**src/rtl/core/emc_pkg.sv**
```systemverilog
// Package for the equal-mass circle collision response pipeline.
// Payload structs, internal widths and pipeline depth constants. No dependencies.
package emc_pkg;

  localparam int VelW   = 16;
  localparam int DiffW  = 18;
  localparam int DvW    = 17;
  localparam int AbsW   = 17;
  localparam int ProdW  = 35;
  localparam int MagPW  = 34;
  localparam int HalfW  = 17;
  localparam int NumW   = 52;
  localparam int DenW   = 35;
  localparam int QuoW   = 18;
  localparam int RemW   = 36;
  localparam int ResW   = 20;
  localparam int FrontStages = 6;
  localparam int DivStages   = QuoW;
  localparam int Latency     = FrontStages + DivStages + 1;

  typedef struct packed {
    logic [15:0]        pos1_x;
    logic [15:0]        pos1_y;
    logic [11:0]        radius1;
    logic [15:0]        pos2_x;
    logic [15:0]        pos2_y;
    logic [11:0]        radius2;
    logic signed [15:0] vel1_x;
    logic signed [15:0] vel1_y;
    logic signed [15:0] vel2_x;
    logic signed [15:0] vel2_y;
  } in_t;

  typedef struct packed {
    logic signed [15:0] new_vel1_x;
    logic signed [15:0] new_vel1_y;
    logic signed [15:0] new_vel2_x;
    logic signed [15:0] new_vel2_y;
    logic               centres_coincide;
    logic               saturated;
  } out_t;

  // travels beside the dividers
  typedef struct packed {
    logic signed [15:0] vel1_x;
    logic signed [15:0] vel1_y;
    logic signed [15:0] vel2_x;
    logic signed [15:0] vel2_y;
    logic               coincide;
    logic               neg_x;
    logic               neg_y;
  } side_t;

  typedef struct packed {
    logic            valid;
    side_t           side;
    logic [NumW-1:0] num_x;
    logic [NumW-1:0] num_y;
    logic [DenW-1:0] den;
  } front_t;

endpackage

```
**src/rtl/core/emc_div.sv**
```systemverilog
// Pipelined restoring divider, one quotient bit per stage.
// Quotient known to fit QuoW bits. Depends on emc_pkg.
module emc_div (
  input  logic                         clk,
  input  logic                         rst_n,
  input  logic                         in_valid,
  input  logic [emc_pkg::NumW-1:0]     num,
  input  logic [emc_pkg::DenW-1:0]     den,
  output logic                         out_valid,
  output logic [emc_pkg::QuoW-1:0]     quo
);
  import emc_pkg::*;

  localparam int LowW = NumW - QuoW - (NumW - QuoW - QuoW);

  logic [DivStages-1:0] v_r;
  logic [RemW-1:0]      rem_r[0:DivStages-1];
  logic [QuoW-1:0]      low_r[0:DivStages-1];
  logic [QuoW-1:0]      q_r[0:DivStages-1];
  logic [DenW-1:0]      den_r[0:DivStages-1];

  always_ff @(posedge clk) begin
    if (!rst_n) begin
      v_r <= '0;
    end else begin
      v_r <= {v_r[DivStages-2:0], in_valid};
    end
  end

  for (genvar i = 0; i < DivStages; i++) begin : g_stage
    logic [RemW-1:0] rem_in, trial;
    logic [QuoW-1:0] low_in, q_in;
    logic [DenW-1:0] den_in;
    logic            take;
    if (i == 0) begin : g_first
      assign rem_in = RemW'(num[NumW-1:LowW]);
      assign low_in = num[LowW-1:0];
      assign q_in   = '0;
      assign den_in = den;
    end else begin : g_next
      assign rem_in = rem_r[i-1];
      assign low_in = low_r[i-1];
      assign q_in   = q_r[i-1];
      assign den_in = den_r[i-1];
    end
    assign trial = {rem_in[RemW-2:0], low_in[QuoW-1]};
    assign take  = trial >= RemW'(den_in);
    always_ff @(posedge clk) begin
      rem_r[i] <= take ? trial - RemW'(den_in) : trial;
      low_r[i] <= {low_in[QuoW-2:0], 1'b0};
      q_r[i]   <= {q_in[QuoW-2:0], take};
      den_r[i] <= den_in;
    end
  end

  assign out_valid = v_r[DivStages-1];
  assign quo       = q_r[DivStages-1];

endmodule

```
**config.mk**
```make
export PLATFORM = sky130hd
export DESIGN_NAME = emc_div
export DESIGN_NICKNAME = d
export VERILOG_FILES = /design/src/rtl/core/emc_pkg.sv /design/src/rtl/core/emc_div.sv
export SDC_FILE = /design/constraint.sdc
export NUM_CORES = 2
export LEC_CHECK = 0
export ABC_AREA = 1
export BUFFER_PORTS_ARGS = -buffer_cell sky130_fd_sc_hd__buf_2
export CAP_MARGIN = 20
export CORE_ASPECT_RATIO = 1.2
export CORE_MARGIN = 2
export CORE_UTILIZATION = 59
export DETAILED_ROUTE_END_ITERATION = 8
export PLACE_DENSITY_LB_ADDON = 0.12
export SLEW_MARGIN = 10
export SYNTH_ARGS = -nofsm -noshare
export SYNTH_HDL_FRONTEND = slang
export SYNTH_SLANG_ARGS = --single-unit
export TNS_END_PERCENT = 10
```
**constraint.sdc**
```tcl
create_clock -name clk -period 4.7 [get_ports clk]
set_input_delay 0 -clock clk [delete_from_list [all_inputs] [get_ports clk]]
set_output_delay 0 -clock clk [all_outputs]
set_load 0.005 [all_outputs]
```
Word-level counts from Yosys, hierarchy flattened

Memories as Yosys holds them, arrays and structs flattened.
Cells that the tools add are included.

Memories kept: 4
Register bits: 18
RAM bits: 1,908
Output and inout bits: 19

Add/subtract/negate cells: 18
Order comparisons: 18
Mux-type cells: 18

Memories:

| memory | words | bits a word | read ports | clocked after Yosys merged registers in | wr ports | RTL line      | RTL |
|---|---|---|---|---|---|---|---|
| rem_r  | 18    | 36          | 17         | 0                                       | 18       | emc_div.sv:17 | `logic [RemW-1:0] rem_r[0:DivStages-1];` |
| den_r  | 18    | 35          | 17         | 0                                       | 18       | emc_div.sv:20 | `logic [DenW-1:0] den_r[0:DivStages-1];` |
| q_r    | 18    | 18          | 18         | 0                                       | 18       | emc_div.sv:19 | `logic [QuoW-1:0] q_r[0:DivStages-1];` |
| low_r  | 18    | 17          | 17         | 0                                       | 18       | emc_div.sv:18 | `logic [QuoW-1:0] low_r[0:DivStages-1];` |

Operators with widths:

| operator                                     | count |
|---|---|
| 2-to-1 mux 36 bit                            | 18 |
| greater-or-equal comparator 36 x 35 -> 1 bit | 17 |
| subtractor 36 x 35 -> 36 bit                 | 17 |
| subtractor 35 x 35 -> 36 bit                 | 1 |
| greater-or-equal comparator 35 bit           | 1 |

Longest topological paths before layout

An unclocked memory read counts as a cell.

Word-level depth: 3
Depth in mapped cells: 16

Worst setup path before layout

OpenSTA, ideal clock, no wires.

Path type: register to register
Start point: memory low_r[6][16] (netlist name)
End point: memory rem_r[7][22]
Setup time: 113 ps
Data arrival time: 1,955 ps
Clock period less this slack: 2,068 ps
Buffers on the path: 1
Stages on the path, launching flop included: 17
Slack: 2,632 ps
Cell sequence: dfxtp_1 inv_1 ha_1 fa_1 inv_1 nand3_1 nand3_1 nand3_1 nand3_2 nand2_1 nand2_1 nand2_1 nand2_2 inv_2 buf_2 nand2_1 nand2_1

RTL lines:

| item            | RTL line |
|---|---|
| start, declared | emc_div.sv:18 |
| end, declared   | emc_div.sv:17 |

==> run metrics <==
library cells used by synthesis=37; maximum VDD drop=758 uV; global-route wire length before repair=428,000 um; Top FF cell, synth=dfxtp_1; P_leak=0.0539 uW; final instance area=94,300 um^2; total power divided by cell area=746 nW/um^2; I/O pin total=109; Chip Height=420 um; Mapped Nets=13,759; TritonCTS Buffers=151; post-synthesis sequential area ratio=36.0%; FFs w/ async S/R, synth=0%; WS Path Type=primary input to flip-flop; most used cell, CP=nand2_1; RSZ-0062 raised after global routing=no; Top delay family on crit path=buffers and inverters; Area contributors post-synth=dfxtp_1 36%, nand2_1 22%, inv_1 11%; die area=147,000 um^2; TNS Setup=0 ns; share of cells above drive strength 1=3.99%; CP Cell Sequence=dlygate4sd3_1 > buf_2 > inv_1 > ha_1 > nand2_1 > nor2_2 > nand2_1 > nor2_1 > nand4_1 > nand2_1 > nor2_1 > nand4_1 > dlygate4sd3_1 > nand2_1 > dlygate4sd3_1; final hold viol count=0; synthesized area per cell=6.53 um^2; Flop pwr share=29.2%; CTS H-Tree Depth=4; Crit-path slowest cell=nor2_1; Internal=36,200 uW; Worst-Margin Slew=1.11 ns; FMAX=290 MHz; # DRC=0; WP data required=5.47 ns; cell type with the largest total area after synthesis=dfxtp_1; final worst slack=1.25 ns; Cell Count Post-Placement=14,947; endpoints failing setup=0; Worst Setup Start Kind=primary input; number of cells on the worst reg-to-reg path=14; grt total ovfl=0; fin nets=14,087; R2R setup slack=1.41 ns; worst r2r src=den_r[12][0]; initial antenna violation count=13; final setup skew=0.0272 ns; row count=152; Post-Syn Area=85,100 um^2; Hold Path Stages=4; fin crit period=3.45 ns; Area growth syn-to-layout=10.8%; Post-DP Area=87,200 um^2; outcome=complete, no violations; capturing point of the worst reg2reg path=rem_r[13][22]; sw power=34,100 uW; # Post-CTS Setup Buffers=0; largest net degree at the start of global routing=52; Synth top area share=36.0%; drt first-iter violations=6,784; Seq cells post-synth=1,532; port bufs=108; CTS max path bufs=3; Synth Warn #=0; part of the cycle the worst path needs=73.4%; initial core utilization=59.5%; clk sinks=1,532; number of global-route vias before repair=78,378; Tot GR Track Use=37.8%; Max-slew headroom=25.8%; Final ANT Viol Nets=0; Crit path largest cell delay=0.82 ns; WP data arrival=4.22 ns; Clock Power Share=18.4%; pre-CTS setup slack=1.37 ns; Crit Path Max Fanout=14; fin. max-slew vios=0; detailed placement HPWL=227,000 um; vias per cell=5.29; Routed WL=283,000 um; Sw Ratio=48.5%; CTS tree=yes; worst min path class=primary input to flip-flop; Post-synth EDFFs=0; crit end category=flip-flop; fin cells=15,414; MaxCap Viol Count=0; Gate power share=52.4%; hold path start=num[26]; drt first pass iters=9; DIE WIDTH=351 um; Mapped Cells=13,022; Avg WL per Cell=18.4 um; Worst Hold End=rem_r[0][9]; Crit path depth=15; CTS Root Cell=clkbuf_16; DR vias=81,522; Clock Pin Slew Worst Setup and Hold Paths=0.06 ns; GPL Wtd Cong=1.06; Clock Latency Late Sink=0.83 ns; CP Buf/Inv Count=5; area of the core=143,000 um^2
final cells by class:
| type | count | area, um^2 |
|---|---|---|
| Tap cell | 1925 | 2410 |
| Antenna cell | 16 | 40.0 |
| Sequential cell | 1532 | 30700 |
| Fill cell | 12891 | 48700 |
| Multi-Input combinational cell | 8843 | 43900 |
| Timing Repair Buffer | 301 | 2440 |
| Clock inverter | 96 | 1210 |
| Clock buffer | 180 | 4100 |
| Inverter | 2521 | 9460 |
worst max path at each step:
stage	start	endpoint	slack (ns)
after global routing	low_r[7][16]	rem_r[8][33]	1.19
after CTS	den_r[11][31]	rem_r[12][7]	1.37
after floorplan	low_r[6][16]	rem_r[7][22]	2.63
final	den[8]	rem_r[0][25]	1.25
after global placement	den_r[11][31]	rem_r[12][10]	1.30
after detailed placement	den_r[11][31]	rem_r[12][10]	1.37
power groups by stage:
stage | Sequential (uW) | Combinational [uW] | Clock, uW
6_report | 20500 | 36800 | 13000
5_1_grt | 20500 | 41300 | 13600
4_1_cts | 20300 | 36100 | 13100
3_5_place_dp | 20600 | 35700 | 0
3_3_place_gp | 20600 | 35200 | 0
2_1_floorplan | 18400 | 27400 | 0
cell usage in the layout (no fill, tap or decap), types with 19 or more instances in the layout:
cell	Yosys	layout
dlygate4sd3_1	0	174
nor2_1	904	904
buf_2	59	108
o21ai_0	247	247
nand3_1	610	610
nand4_1	109	109
o21ai_1	22	22
nor3_1	107	107
inv_6	0	19
ha_1	630	630
inv_1	2506	2506
a21oi_1	502	502
nand3b_1	90	90
clkinv_2	0	22
clkbuf_16	0	153
nand2_2	25	25
nand2_1	5042	5042
dfxtp_1	1532	1532
o21bai_1	76	76
nand3_2	45	45
nor4_1	31	31
nor2_2	49	49
xor2_1	289	289
flip-flops by register name, summed over array words and instances (netlist names):
signal / count
v_r: 18
low_r: 153
q_r: 171
rem_r: 595
den_r: 595
worst reg2reg max path: cells and delay by family (launching register included):
family / cells / cell delay [ns]
flip-flops: 1 / 0.59
buffers and inverters: 2 / 0.72
AND/OR/NAND/NOR: 10 / 1.41
adder cells (fa/ha/maj): 2 / 0.52
cell usage after synthesis, types with 3 or more instances:
master	instances
nand2_1	5042
ha_1	630
a21oi_1	502
o21ai_1	22
nand3_1	610
buf_6	50
buf_12	3
o21ai_0	247
and2_1	13
buf_4	7
buf_2	59
dfxtp_1	1532
nand4_1	109
o211ai_1	3
nand3b_1	90
inv_2	15
nor2_2	49
nor3_1	107
nor2_1	904
xor2_1	289
or2_2	3
o21bai_1	76
nand2_2	25
nor4_1	31
inv_1	2506
clkbuf_1	6
xnor2_1	17
nand3_2	45
fa_1	17
routing by layer:
layer	wire length (um)	track usage [%]
met5	8	0
met3	17600	5.33
met2	135000	66.4
met4	27800	31.4
met1	103000	40.1
stage by stage:
step / hold slack (ns) / total power [uW] / util, %
finish: 0.0634 / 70300 / 65.9
CTS: 0.00605 / 69500 / 65.9
global placement: 0.103 / 55700 / 60.9
global route: 0.0593 / 75500 / 65.9
floorplan: 0.0277 / 45900 / -
detailed placement: 0.104 / 56200 / 60.9
repair_timing:
item                                    in CTS  in global routing
endpoints found under the hold margin      106                  0
hold buffers                               174                  0
endpoints found under the setup margin       0                  0
resized for setup                            0                  0
cell families (layout without fill, tap and decap cells):
family                   Yosys count  after routing  share of synthesized area [%]
flip-flops                      1532           1532                           36.0
AO/OA/AOI/OAI                    857            857                           5.30
buffers and inverters           2647           3098                           12.3
other                              0             16                              0
adder cells (fa/ha/maj)          647            647                           9.67
XOR/XNOR                         306            306                           3.15
AND/OR/NAND/NOR                 7033           7033                           33.5
(Power assumes the default switching activity.)
