**src/rtl/core/emc_pkg.sv**
```systemverilog
// Package for the equal-mass circle collision response pipeline.
// Payload structs, internal widths and pipeline depth constants. No dependencies.
package emc_pkg;

  localparam int VelW   = 16;
  localparam int DiffW  = 18;
  localparam int DvW    = 17;
  localparam int AbsW   = 17;
  localparam int ProdW  = 35;
  localparam int MagPW  = 34;
  localparam int HalfW  = 17;
  localparam int NumW   = 52;
  localparam int DenW   = 35;
  localparam int QuoW   = 18;
  localparam int RemW   = 36;
  localparam int ResW   = 20;
  localparam int FrontStages = 6;
  localparam int DivStages   = QuoW;
  localparam int Latency     = FrontStages + DivStages + 1;

  typedef struct packed {
    logic [15:0]        pos1_x;
    logic [15:0]        pos1_y;
    logic [11:0]        radius1;
    logic [15:0]        pos2_x;
    logic [15:0]        pos2_y;
    logic [11:0]        radius2;
    logic signed [15:0] vel1_x;
    logic signed [15:0] vel1_y;
    logic signed [15:0] vel2_x;
    logic signed [15:0] vel2_y;
  } in_t;

  typedef struct packed {
    logic signed [15:0] new_vel1_x;
    logic signed [15:0] new_vel1_y;
    logic signed [15:0] new_vel2_x;
    logic signed [15:0] new_vel2_y;
    logic               centres_coincide;
    logic               saturated;
  } out_t;

  // travels beside the dividers
  typedef struct packed {
    logic signed [15:0] vel1_x;
    logic signed [15:0] vel1_y;
    logic signed [15:0] vel2_x;
    logic signed [15:0] vel2_y;
    logic               coincide;
    logic               neg_x;
    logic               neg_y;
  } side_t;

  typedef struct packed {
    logic            valid;
    side_t           side;
    logic [NumW-1:0] num_x;
    logic [NumW-1:0] num_y;
    logic [DenW-1:0] den;
  } front_t;

endpackage

```
**src/rtl/core/emc_back.sv**
```systemverilog
// Output stage: applies the exchange term, saturates, registers the result.
// Depends on emc_pkg.
module emc_back (
  input  logic                     clk,
  input  logic                     rst_n,
  input  logic                     in_valid,
  input  emc_pkg::side_t           side,
  input  logic [emc_pkg::QuoW-1:0] qx,
  input  logic [emc_pkg::QuoW-1:0] qy,
  output logic                     out_valid,
  output emc_pkg::out_t            out_data
);
  import emc_pkg::*;

  logic signed [QuoW:0]   ex, ey;
  logic signed [ResW-1:0] r1x, r1y, r2x, r2y;
  logic [3:0]             hit;
  logic signed [VelW-1:0] c1x, c1y, c2x, c2y;
  logic                   valid_r;
  out_t                   out_r;

  function automatic logic signed [VelW-1:0] clamp(input logic signed [ResW-1:0] v);
    logic signed [VelW-1:0] res;
    if (v > ResW'(32767)) res = 16'sh7fff;
    else if (v < -ResW'(32768)) res = 16'sh8000;
    else res = v[VelW-1:0];
    return res;
  endfunction

  function automatic logic over(input logic signed [ResW-1:0] v);
    return (v > ResW'(32767)) || (v < -ResW'(32768));
  endfunction

  assign ex  = side.neg_x ? -$signed({1'b0, qx}) : $signed({1'b0, qx});
  assign ey  = side.neg_y ? -$signed({1'b0, qy}) : $signed({1'b0, qy});
  assign r1x = ResW'(side.vel1_x) - ResW'(ex);
  assign r1y = ResW'(side.vel1_y) - ResW'(ey);
  assign r2x = ResW'(side.vel2_x) + ResW'(ex);
  assign r2y = ResW'(side.vel2_y) + ResW'(ey);
  assign hit = {over(r1x), over(r1y), over(r2x), over(r2y)};
  assign c1x = clamp(r1x);
  assign c1y = clamp(r1y);
  assign c2x = clamp(r2x);
  assign c2y = clamp(r2y);

  always_ff @(posedge clk) begin
    if (!rst_n) begin
      valid_r <= 1'b0;
    end else begin
      valid_r <= in_valid;
    end
    out_r.new_vel1_x       <= side.coincide ? side.vel1_x : c1x;
    out_r.new_vel1_y       <= side.coincide ? side.vel1_y : c1y;
    out_r.new_vel2_x       <= side.coincide ? side.vel2_x : c2x;
    out_r.new_vel2_y       <= side.coincide ? side.vel2_y : c2y;
    out_r.centres_coincide <= side.coincide;
    out_r.saturated        <= !side.coincide && (hit != '0);
  end

  assign out_valid = valid_r;
  assign out_data  = out_r;

endmodule

```
**config.mk**
```make
export PLATFORM = sky130hd
export DESIGN_NAME = emc_back
export DESIGN_NICKNAME = d
export VERILOG_FILES = /design/src/rtl/core/emc_pkg.sv /design/src/rtl/core/emc_back.sv
export SDC_FILE = /design/constraint.sdc
export NUM_CORES = 1
export LEC_CHECK = 0
export CAP_MARGIN = 15
export CORE_UTILIZATION = 65
export CTS_BUF_LIST = sky130_fd_sc_hd__clkbuf_2 sky130_fd_sc_hd__clkbuf_4 sky130_fd_sc_hd__clkbuf_8
export DETAILED_ROUTE_END_ITERATION = 10
export DONT_BUFFER_PORTS = 1
export PLACE_DENSITY = 0.87
export REMOVE_ABC_BUFFERS = 1
export SLEW_MARGIN = 30
export SYNTH_ARGS = -nofsm -noshare
export SYNTH_HDL_FRONTEND = slang
export SYNTH_SLANG_ARGS = --single-unit
```
**constraint.sdc**
```tcl
create_clock -name clk -period 7.1 [get_ports clk]
set_input_delay 1.065 -clock clk [delete_from_list [all_inputs] [get_ports clk]]
set_output_delay 1.065 -clock clk [all_outputs]
set_load 0.005 [all_outputs]
```
# ---- Word level (Yosys, flattened, before mapping)
# Cells that the tools add are included.
dict set report op_classes {
  n_reduce_logical 7
  order_cmp 8
  n_addsub 6
  n_mux 14
}
# operator n
set op_table {}
lappend op_table {{$mux 16} 12}
lappend op_table {{$gt 20x16->1 const B} 4}
lappend op_table {{$lt 20x16->1 const B} 4}
lappend op_table {{$add 16x19->20} 2}
lappend op_table {{$sub 16x19->20} 2}
lappend op_table {{$mux 19} 2}
lappend op_table {{$neg 18->19} 2}
lappend op_table {{$logic_or 1x1->1} 4}
lappend op_table {{$reduce_bool 4->1} 1}
lappend op_table {{$logic_and 1x1->1} 1}
lappend op_table {{$logic_not 1->1} 1}
dict set report totals {
  input_bits 106
  ff_bits 67
  out_inout_bits 67
  word_cells 42
}

# ---- Longest topological paths before layout
dict set report logic_depth {
  depth_word 7
  ltp_mapped 20
  ltp_nobuf 18
}

# ---- Worst setup path before layout
# Ideal clock, no wire load.
dict set report synth_path {
  path_type {in2reg}
  start {in qx[6] (netlist name)}
  end {reg out_r (netlist bit out_data[54])}
  setup_ns 0.117
  setup_slack_ns 1.824
  cell_stages 16
  required_ns 6.983
  arrival_ns 5.160
  cell_sequence {or4_1 or3_1 o41ai_1 xnor2_1 inv_1 ha_1 a21oi_1 o21ai_0 a21o_1 a41o_1 and4b_1 a311o_1 or4_4 a21oi_4 buf_6 a21oi_1}
}
dict set report synth_via {
  elab_chain_len 7
  word_cells_on_any_way 8
  cone_classes {2 x add/sub; 2 x order compare; 4 x mux}
}
# element line
set synth_rtl {}
lappend synth_rtl {{from (decl)} emc_back.sv:8} ;# input logic [emc_pkg::QuoW-1:0] qx,
lappend synth_rtl {{$neg 18->19} emc_back.sv:34} ;# assign ex = side.neg_x ? -$signed({1'b0, qx}) : $signed({1'b0, qx});
lappend synth_rtl {{$mux 19 (*)} emc_back.sv:34}
lappend synth_rtl {{$sub 16x19->20 (*)} emc_back.sv:36} ;# assign r1x = ResW'(side.vel1_x) - ResW'(ex);
lappend synth_rtl {{$lt 20x16->1} emc_back.sv:25} ;# else if (v < -ResW'(32768)) res = 16'sh8000;
lappend synth_rtl {{$mux 16} emc_back.sv:25}
lappend synth_rtl {{$mux 16 (*)} emc_back.sv:24} ;# if (v > ResW'(32767)) res = 16'sh7fff;
lappend synth_rtl {{$mux 16 (*)} emc_back.sv:52} ;# out_r.new_vel1_x <= side.coincide ? side.vel1_x : c1x;
lappend synth_rtl {{to (decl)} emc_back.sv:20} ;# out_t out_r;
# Every way passes the cells marked *; elsewhere a longest branch is shown, timed or not.
# A chain may end at the register's enable or synchronous reset.

# ---- Worst setup path after layout
dict set report layout_path {
  start {in qy[7] (netlist name)}
  end {reg out_r (netlist bit out_data[45])}
}
dict set report layout_via {
  elab_chain_len 7
  word_cells_on_any_way 8
  cone_classes {2 x add/sub; 2 x order compare; 4 x mux}
}
# element line
set layout_rtl {}
lappend layout_rtl {{from (decl)} emc_back.sv:9} ;# input logic [emc_pkg::QuoW-1:0] qy,
lappend layout_rtl {{$neg 18->19} emc_back.sv:35} ;# assign ey = side.neg_y ? -$signed({1'b0, qy}) : $signed({1'b0, qy});
lappend layout_rtl {{$mux 19 (*)} emc_back.sv:35}
lappend layout_rtl {{$sub 16x19->20 (*)} emc_back.sv:37} ;# assign r1y = ResW'(side.vel1_y) - ResW'(ey);
lappend layout_rtl {{$lt 20x16->1} emc_back.sv:25}
lappend layout_rtl {{$mux 16} emc_back.sv:25}
lappend layout_rtl {{$mux 16 (*)} emc_back.sv:24}
lappend layout_rtl {{$mux 16 (*)} emc_back.sv:53} ;# out_r.new_vel1_y <= side.coincide ? side.vel1_y : c1y;
# Marked as above.

==> impl_metrics.tcl <==
set metrics [dict create \
    antenna_found_initial 0 \
    hold_buffers 0 \
    dpl_worst_slack_ps 1160 \
    num_rows 37 \
    grt_overflow 0 \
    register_area_um2 1340 \
    highest_layer "met4" \
    criticalPathCategory "input port to flip-flop" \
    maxCapViolCount 0 \
    p_leak_nw 3.16 \
    portBuffers 0 \
    tightest_slew_ps 894 \
    cts.repair.resized 0 \
    cts_tree "done" \
    wl_met2_mm 8.51 \
    critPathRequiredTime_ps 7310 \
    yosysWarnings 0 \
    swShare_pct 40.4 \
    crit_chain "or3_1, nor2_1, nand3_1, or3_1, nand2_1, xnor2_1, inv_1, ha_1, and4_1, or3b_2, a211oi_1, nor3_1, o21ai_0, xor2_1, o41a_1, nor2_1, a21oi_1" \
    cp_top_family "simple AND/OR/NAND/NOR gates" \
    ys_seq_area_share_pct 19.6 \
    via_per_inst 6.18 \
    p_int_w 0.000911 \
    detail-route-antenna-nets 0 \
    hpwl_mm 13.5 \
    power_switching_w 0.000617 \
    pwr_density_cell_nw_per_um2 214 \
    pwr-share-comb_pct 47.4 \
    hold_viol_final 0 \
    relSlewSlack_pct 40.2 \
    min_period_over_period_pct 78.9 \
    clkPwrFrac_pct 21.6 \
    cts_max_path_buffers 2 \
    rsz0062_at_grt "false" \
    htreeDepth 3 \
    grt_start_max_net_pins 89 \
    ios 173 \
    fill_cells 905 \
    cp_slowest_cell "nor2_1" \
    ys.flop_type "dfxtp_1" \
    core_um2 10300 \
    grt.total_usage_pct 32.1 \
    first_pass_iters 5 \
    cp_max_fo 13 \
    drt_iter0_markers 323 \
    syn_area_um2 6850 \
    cts_root_buffer "clkbuf_8" \
    die_w_um 105 \
    syn_area_per_cell_um2 7.55 \
    dieArea_um2 10900 \
    post-route-min-period_ps 5600 \
    peakVddDrop_v 0.000112 \
    critical_path.max_stage_delay_ps 670 \
    crit_arrival_ps 5810 \
    max_freq_mhz 178 \
    grt_pass1_wl_mm 28.5 \
    vias 6423 \
    postCtsSetupBuffers 0 \
    synthCells 907 \
    cts_buffers 9 \
    worst-path-buf-inv 1 \
    setup_viol 0 \
    min_path_type "input port to flip-flop" \
    clock-sinks 67 \
    start_util_pct 66.6 \
    final_nets 1088 \
    wl_mm 17.3 \
    remaining_drc_errors 0 \
    grt_pass1_vias 6186 \
    met3WireLength_mm 1.46 \
    wl_met1_mm 6.87 \
    finalSetupTns_ps 0 \
    multi_input_area_um2 5140 \
    cp-end-kind "flip-flop" \
    async_reset_ff_share_pct 0 \
    cts.clk_slew.worst_paths_ps 80 \
    drive_gt1_share_pct 3.77 \
    status "finished, final reports clean" \
    synth-seq-cells 67 \
    sequentialPowerShare_pct 31.1 \
    start_kind "input port" \
    synth_edf_count 0 \
    synthDistinctLibCells 63 \
    wl_per_cell_um 16.6 \
    syn2layout_area_growth_pct 4.29 \
    drv_slew 0 \
    fp.dieH_um 105 \
    gp_congestion 0.929 \
    timing.final.ws_setup_ps 1500 \
    diodes 0 \
]
==> layout by cell type, fill, tap and decap left out, drive strengths merged, types with 4 or more instances in the layout <==
master	count
nand2b	17
and3	4
xnor2	68
nor2	40
nand4	8
fa	4
a21oi	112
clkinv	4
or4	4
o21a	12
or3	8
xor2	22
clkbuf	9
o21ai	63
nor2b	48
nand3	12
o31ai	9
nand2	92
a41oi	7
a31oi	7
inv	74
a22o	4
a21o	23
o41ai	6
and2	6
dfxtp	67
nor3	14
o211ai	6
a211oi	18
ha	80
==> synthesized netlist by cell type (14+ instances only) <==
cell / n / area, um2
xor2_1: 22 / 193
xnor2_1: 68 / 596
ha_1: 80 / 1000
o21ai_0: 63 / 315
clkbuf_1: 17 / 63.8
nor3_1: 14 / 70.1
nand2b_1: 17 / 106
inv_1: 74 / 278
dfxtp_1: 67 / 1340
nor2_1: 40 / 150
a21oi_1: 111 / 556
a211oi_1: 18 / 135
nor2b_1: 47 / 294
nand2_1: 92 / 345
a21o_1: 23 / 173
==> flip-flops by register name, indices dropped and copies added, names as in the netlist <==
| name | count |
|---|---|
| out_data | 66 |
| out_valid | 1 |
==> layer usage <==
| metal | global-route usage, % | vias to the layer above |
|---|---|---|
| met4 | 11.7 | 0 |
| met3 | 10.0 | 37 |
| met5 | 0 | - |
| met1 | 35.2 | 2915 |
| met2 | 57.7 | 248 |
| li1 | - | 3223 |
==> through the flow <==
stage | std cells | power, W | hold slack (ps) | util (%) | instance area [um2]
after floorplan | 884 | 0.00105 | 1090 | - | 6750
after global placement | 1023 | 0.00118 | 1100 | 67.6 | 6950
after detailed placement | 1023 | 0.00119 | 1100 | 67.6 | 6950
after CTS | 1039 | 0.00153 | 711 | 69.5 | 7140
after global routing | 1039 | 0.00164 | 700 | 69.5 | 7140
final | 1039 | 0.00153 | 724 | 69.5 | 7140
==> power groups by stage <==
| stage | clock (W) | combinational [W] | sequential [W] |
|---|---|---|---|
| final | 0.000329 | 0.000724 | 0.000474 |
| after global routing | 0.000351 | 0.000811 | 0.000481 |
| after CTS | 0.000335 | 0.000715 | 0.000476 |
| after detailed placement | 0 | 0.000709 | 0.000484 |
| after global placement | 0 | 0.000695 | 0.000485 |
| after floorplan | 0 | 0.000579 | 0.000473 |
==> path summary, 6_finish.rpt <==
check,start,endpoint,slack [ps],cells past startpoint
min,side[2],out_data[1],720,0
max,qy[7],out_data[45],1500,17
==> final cells by class <==
cell class | instances | share of cell area (%)
tap | 136 | 2.38
clock buffer | 9 | 1.73
clock inverter | 7 | 0.964
inverter | 74 | 3.89
timing repair buffer | 3 | 0.315
multi-input combinational | 743 | 71.9
sequential | 67 | 18.8
==> cells by family (layout without fill, tap and decap cells) <==
family | count (synthesis) | count (layout) | share of synthesized area [%]
xor gates and xnor gates | 90 | 90 | 11.5
and+or+nand+nor | 266 | 266 | 19.5
buffers and inverters | 97 | 93 | 5.50
DFF | 67 | 67 | 19.6
adders and majority gates | 84 | 84 | 15.8
muxes | 6 | 6 | 0.932
AOI/OAI and AO/OA | 297 | 297 | 27.2
Note: power is estimated with default switching activity, not from simulation.
